<file path="src/design/tmeu_pkg.sv">
package tmeu_pkg;

  localparam int TapeDepthDefault = 32768;
  localparam int CellBitsDefault = 8;

  localparam logic [3:0] OP_LOOPBEGIN = 4'd0;
  localparam logic [3:0] OP_LOOPEND = 4'd1;
  localparam logic [3:0] OP_ADD = 4'd2;
  localparam logic [3:0] OP_MOVE = 4'd3;
  localparam logic [3:0] OP_OUTPUT = 4'd4;
  localparam logic [3:0] OP_INPUT = 4'd5;
  localparam logic [3:0] OP_MULADD_DIV = 4'd6;
  localparam logic [3:0] OP_MULADD = 4'd7;
  localparam logic [3:0] OP_CLEAR = 4'd8;

  localparam logic [1:0] FAULT_NONE = 2'd0;
  localparam logic [1:0] FAULT_OPCODE = 2'd1;
  localparam logic [1:0] FAULT_ZERO_DIV = 2'd2;

  // classified instruction handed from front to back
  typedef struct packed {
    logic [3:0] opcode;
    logic [15:0] amount;
    logic [15:0] factor;
    logic [15:0] divisor;
    logic [7:0] in_byte;
    logic in_eof;
    logic [1:0] fault;
  } instr_t;

  typedef struct packed {
    logic take_branch;
    logic out_valid;
    logic [7:0] out_byte;
    logic [1:0] fault;
  } result_t;

endpackage

</file>
<file path="src/design/tmeu_front.sv">
module tmeu_front (
  input  logic clk,
  input  logic rst,
  input  logic s_tvalid,
  output logic s_tready,
  input  logic [63:0] s_tdata,
  output logic q_valid,
  input  logic q_ready,
  output tmeu_pkg::instr_t q_data
);
  import tmeu_pkg::*;

  instr_t fifo [2];
  logic wr_ptr;
  logic rd_ptr;
  logic [1:0] count;
  instr_t decoded;
  logic push;
  logic pop;

  always_comb begin
    decoded.opcode = s_tdata[3:0];
    decoded.amount = s_tdata[19:4];
    decoded.factor = s_tdata[35:20];
    decoded.divisor = s_tdata[51:36];
    decoded.in_byte = s_tdata[59:52];
    decoded.in_eof = s_tdata[60];
    if (decoded.opcode > OP_CLEAR) begin
      decoded.fault = FAULT_OPCODE;
    end else if (decoded.opcode == OP_MULADD_DIV && decoded.divisor == 16'd0) begin
      decoded.fault = FAULT_ZERO_DIV;
    end else begin
      decoded.fault = FAULT_NONE;
    end
  end

  assign s_tready = (count != 2'd2);
  assign q_valid = (count != 2'd0);
  assign q_data = fifo[rd_ptr];
  assign push = s_tvalid && s_tready;
  assign pop = q_valid && q_ready;

  always_ff @(posedge clk) begin
    if (push) begin
      fifo[wr_ptr] <= decoded;
    end
    if (rst) begin
      wr_ptr <= 1'b0;
      rd_ptr <= 1'b0;
      count <= 2'd0;
    end else begin
      if (push) wr_ptr <= ~wr_ptr;
      if (pop) rd_ptr <= ~rd_ptr;
      count <= count + {1'b0, push} - {1'b0, pop};
    end
  end

`ifndef ASSERT_OFF
  a_no_overflow: assert property (@(posedge clk) disable iff (rst)
    count == 2'd2 |-> !push) else $error("queue overflow");
  a_count_step: assert property (@(posedge clk) disable iff (rst)
    push && !pop |=> count == $past(count) + 2'd1) else $error("count step");
  a_bad_op_fault: assert property (@(posedge clk) disable iff (rst)
    push && s_tdata[3:0] > OP_CLEAR |-> decoded.fault == FAULT_OPCODE)
    else $error("fault class");
`endif
endmodule

</file>
<file path="config.mk">
export PLATFORM = sky130hd
export DESIGN_NAME = tmeu_front
export DESIGN_NICKNAME = d
export VERILOG_FILES = /design/src/design/tmeu_pkg.sv /design/src/design/tmeu_front.sv
export SDC_FILE = /design/constraint.sdc
export NUM_CORES = 1
export LEC_CHECK = 0
export ABC_AREA = 0
export ABC_CLOCK_PERIOD_IN_PS = 5200
export CAP_MARGIN = 20
export CORE_UTILIZATION = 45
export CTS_CLUSTER_SIZE = 40
export DETAILED_ROUTE_END_ITERATION = 16
export DONT_BUFFER_PORTS = 1
export GPL_ROUTABILITY_DRIVEN = 0
export PLACE_DENSITY = 0.62
export SYNTH_ARGS = -nofsm -noshare
export SYNTH_HDL_FRONTEND = slang
export SYNTH_SLANG_ARGS = --single-unit
</file>
<file path="constraint.sdc">
create_clock -name clk -period 5.2 [get_ports clk]
set_clock_uncertainty 0.05 [all_clocks]
set_input_delay 0.26 -clock clk [delete_from_list [all_inputs] [get_ports clk]]
set_output_delay 0.26 -clock clk [all_outputs]
set_load 0.1 [all_outputs]
</file>
Word-level counts from Yosys, hierarchy flattened
Memories as Yosys holds them, arrays and structs flattened. A register that Yosys moved wholly into a read port is not among the register bits.
Cells that the tools add are included.
Word-level totals
  bits in registers: 4
  latch bits: 0
  memories kept: 1
  input bits: 68
  bits in writable memories: 126
  ROM bits: 0
  word-level logic and storage cells: 22
Memories
  fifo: depth 2, bits a word 63, rd ports 1, clocked after memory_dff 1, write ports 1, RTL line tmeu_front.sv:13  | instr_t fifo [2];
Cells by class
  muxes and demuxes: 6
  $lt $le $gt $ge: 1
  add/subtract/negate cells: 2
  equal/unequal tests: 2
  shift-type cells: 0
  div/mod/pow operators: 0
  multipliers: 0
  reduce and logical (&&, ||, !) cells: 5
  bitwise logic cells: 2
Operator list (count)
  16-bit logical NOT: 1
  4-bit by 3-bit == test with 1-bit output, second input constant: 1
  4-bit greater-than comparator, second input constant: 1
  1-bit 2-to-1 mux: 4
  2-bit 2-to-1 mux: 2
  1-bit logical AND: 3
  2-bit by 1-bit adder with 2-bit output: 1
  2-bit != test, second input constant: 1
  1-bit inverter: 2
  2-bit nonzero test: 1
  2-bit by 1-bit subtractor with 2-bit output: 1

Logic depth before layout (Yosys ltp)
  depth in word-level cells: 4
  gate-level depth with buffers: 6
  depth with buffers taken out: 6

Worst setup path after synthesis
OpenSTA, ideal clock, no wires.
  kind: register to register
  from: register count[0]
  to: memory fifo[1][0] (netlist bit) (enable)
  required time: 4.722 ns
  path buffers: 0
  stages on the path, launching flop included: 3
  setup slack: 1.807 ns
  data arrival time: 2.915 ns
  library setup time: 0.428 ns
  cell sequence: dfxtp_1 -> nand2b_1 -> and3_1
On the way
  cells in the longest elaborated chain, start to end: 4
Ends and longest elaborated chain
  from (decl): RTL line tmeu_front.sv:16  | logic [1:0] count;
  from (signal assigned): RTL line tmeu_front.sv:54  | count <= count + {1'b0, push} - {1'b0, pop};
  2-bit != test: RTL line tmeu_front.sv:37  | assign s_tready = (count != 2'd2);
  via s_tready: RTL line tmeu_front.sv:5  | output logic s_tready,
  1-bit logical AND: RTL line tmeu_front.sv:40  | assign push = s_tvalid && s_tready;
  1-bit 2-to-1 mux: RTL line tmeu_front.sv:44  | if (push) begin
  1-bit 2-to-1 mux (implied by the code): RTL line tmeu_front.sv:45  | fifo[wr_ptr] <= decoded;
  to (decl): RTL line tmeu_front.sv:13
The timed path passes the listed nets, and every way through them passes these cells.

Worst setup path after layout
  from: register count[0]
  to: memory fifo[1][27] (netlist bit) (enable)
Same word-level chain as after synthesis.

==> out/metrics.cfg <==
[synth]
yosys.area.top_type_share = 0.779
synth_commonest_cells = edfxtp_1, mux2_2, nor2_1
yosysMostFrequentCell = edfxtp_1
synth-async-reset-ratio = 0
synth_fp_nets = 303
synth-edff-count = 126
synthTopCellsByArea = edfxtp_1, mux2_2, dfxtp_1, buf_4, nor4_1
synth_cells = 234
syn_avg_cell_area_um2 = 20.7
synth_cell_type_count = 27
yosysTopAreaCell = edfxtp_1
ys_warn_count = 0
ys_ff_latch = 131
synth_flop_cell = edfxtp_1
syn_area_um2 = 4850
ys_seq_area_frac = 0.800

[pwr]
cellPowerDensity_nw_per_um2 = 599
leakagePower_nw = 2.07
ir_drop_v = 0.000312

[timing]
finalCritPeriodShare = 0.607
finalSetupTns_ns = 0
hold_violations = 0
tightest_slew_ns = 1.11
clock.fmax_mhz = 317
rsz0062_at_grt = false
finalSetupViolCount = 0
finalCriticalPeriod_ns = 3.16
slew_headroom = 0.262
finalMaxSlewViolations = 0
setup_ws_ns = 2.04

[drt]
drt-pass1-iter-count = 4
vias_per_cell = 5.15
via_count = 2369
drt_drc_violations_left = 0
routed_wl_um = 8570
postRouteAntennaNets = 0
wl_per_cell_um = 18.6
drt_iter0_drc = 80

[grt]
grt_pass1_vias = 2556
grt_usage = 0.160
grt_pass1_wl_um = 13000
antenna_found_initial = 0
grt_max_degree = 38
overflow = 0

[worst_setup_path]
startpoint = count[0]
start_kind = register
r2r_start = count[0]
end_kind = register
worstPathMaxFanout = 37
critPathKind = register to register
arrival_ns = 3.27
worstSetupEndpoint = fifo[1][27]
rr_worst_depth = 3
crit_required_ns = 5.31
rrSetupSlack_ns = 2.04
timing.rr.end = fifo[1][27]

[cts]
cts_root_buf = clkbuf_8
cts_resized = 0
cts_tree = done
cts_sinks = 131
cts_setup_buffers = 0
clk_latency_ns = 0.50
cts_made_buffers = 17
htreeDepth = 4
path_clk_slew_ns = 0.06
cts.path.max_buffers = 2

[layout]
syn_to_final_growth_pct = 26.5
antenna_cells = 0
drive_gt1_frac = 0.293
nNetsFinal = 382

[floorplan]
ios = 133
rows = 37
die-area_um2 = 11200
design.core.area_um2 = 10400
die_x_um = 106
start_util = 0.468
fp.dieH_um = 106

[place]
pre_cts_slack_ns = 2.03
port_buffers = 0

[flow_run]
maxCapViolations = 0

[min_path]
holdCritPathClass = primary input to register

[status]
outcome = finished clean

## critical path, stage by stage, from the launching register on
cell and delay, ns:
dfxtp_1 0.44, nand2b_1 0.89, and3_2 0.92, buf_4 0.48
## cells by family after synthesis
kind of cell | share of synthesized area
buffers and inverters | 0.0106
XOR/XNOR | 0.00180
flip-flops | 0.800
AO/OA/AOI/OAI | 0.0124
multiplexers | 0.148
AND/OR/NAND/NOR | 0.0242
adder cells (fa/ha/maj) | 0.00258
## how the worst min path moves through the flow
stage,cells after the start,start,end
finish,3,s_tdata[51],fifo[1][1]
global route,3,s_tdata[51],fifo[1][1]
CTS,3,s_tdata[51],fifo[1][1]
detailed placement,1,rst,register
global placement,1,rst,register
floorplan,1,rst,wr_ptr
## per-stage QoR
step | util | std cells | power [W] | hold WS (ns) | area, um^2
floorplan | - | 234 | 0.00259 | 0.279 | 4850
global placement | 0.482 | 366 | 0.00265 | 0.279 | 5000
detailed placement | 0.482 | 366 | 0.00266 | 0.284 | 5000
CTS | 0.592 | 460 | 0.00372 | 0.00481 | 6140
global route | 0.592 | 460 | 0.00379 | 0.0129 | 6140
finish | 0.592 | 460 | 0.00368 | 0.0236 | 6140
## layer usage
| layer | wire length, um | vias up | global-route usage |
|---|---|---|---|
| met3 | 575 | 8 | 0.0680 |
| met4 | 102 | 0 | 0.0665 |
| met2 | 4530 | 81 | 0.274 |
| li1 | - | 1088 | - |
| met5 | 0 | - | 0 |
| met1 | 3350 | 1192 | 0.174 |
## layout by cell type, fill, tap and decap left out, types with 2 or more instances in the layout
master | Yosys | routed
clkbuf_1 | 0 | 5
buf_4 | 5 | 3
dfxtp_1 | 5 | 4
o21ai_0 | 2 | 2
edfxtp_1 | 126 | 126
nor4_1 | 4 | 4
nor2_1 | 6 | 6
nand3_1 | 2 | 2
clkinv_2 | 0 | 6
clkbuf_16 | 0 | 16
dlygate4sd3_1 | 0 | 64
mux2_2 | 63 | 63
nor2b_1 | 2 | 2
## what timing repair did
item	4_1_cts	5_1_grt
endpoints found under the setup margin	0	0
hold buffers	64	0
hold endpoints to repair	129	0
## where the power goes
part	internal (W)	total, W	switching (W)
combinational	0.000200	0.00134	0.00114
sequential	0.00129	0.00134	0.0000530
clock	0.000619	0.00100	0.000383
total	0.00210	0.00368	0.00158
## flip-flops by register name, summed over array words and instances (netlist names), named ones only
signal,cells
fifo,126
count,2
rd_ptr,1
wr_ptr,1
## final cells by class
cell class                      instances  area, um^2
Fill cell                             783        4230
Multi-Input combinational cell         95         921
Inverter                                1        3.75
Sequential cell                       131        3880
Clock inverter                          8        63.8
Clock buffer                           22         433
Tap cell                              136         170
Timing Repair Buffer                   67         663
(Power assumes the default switching activity.)
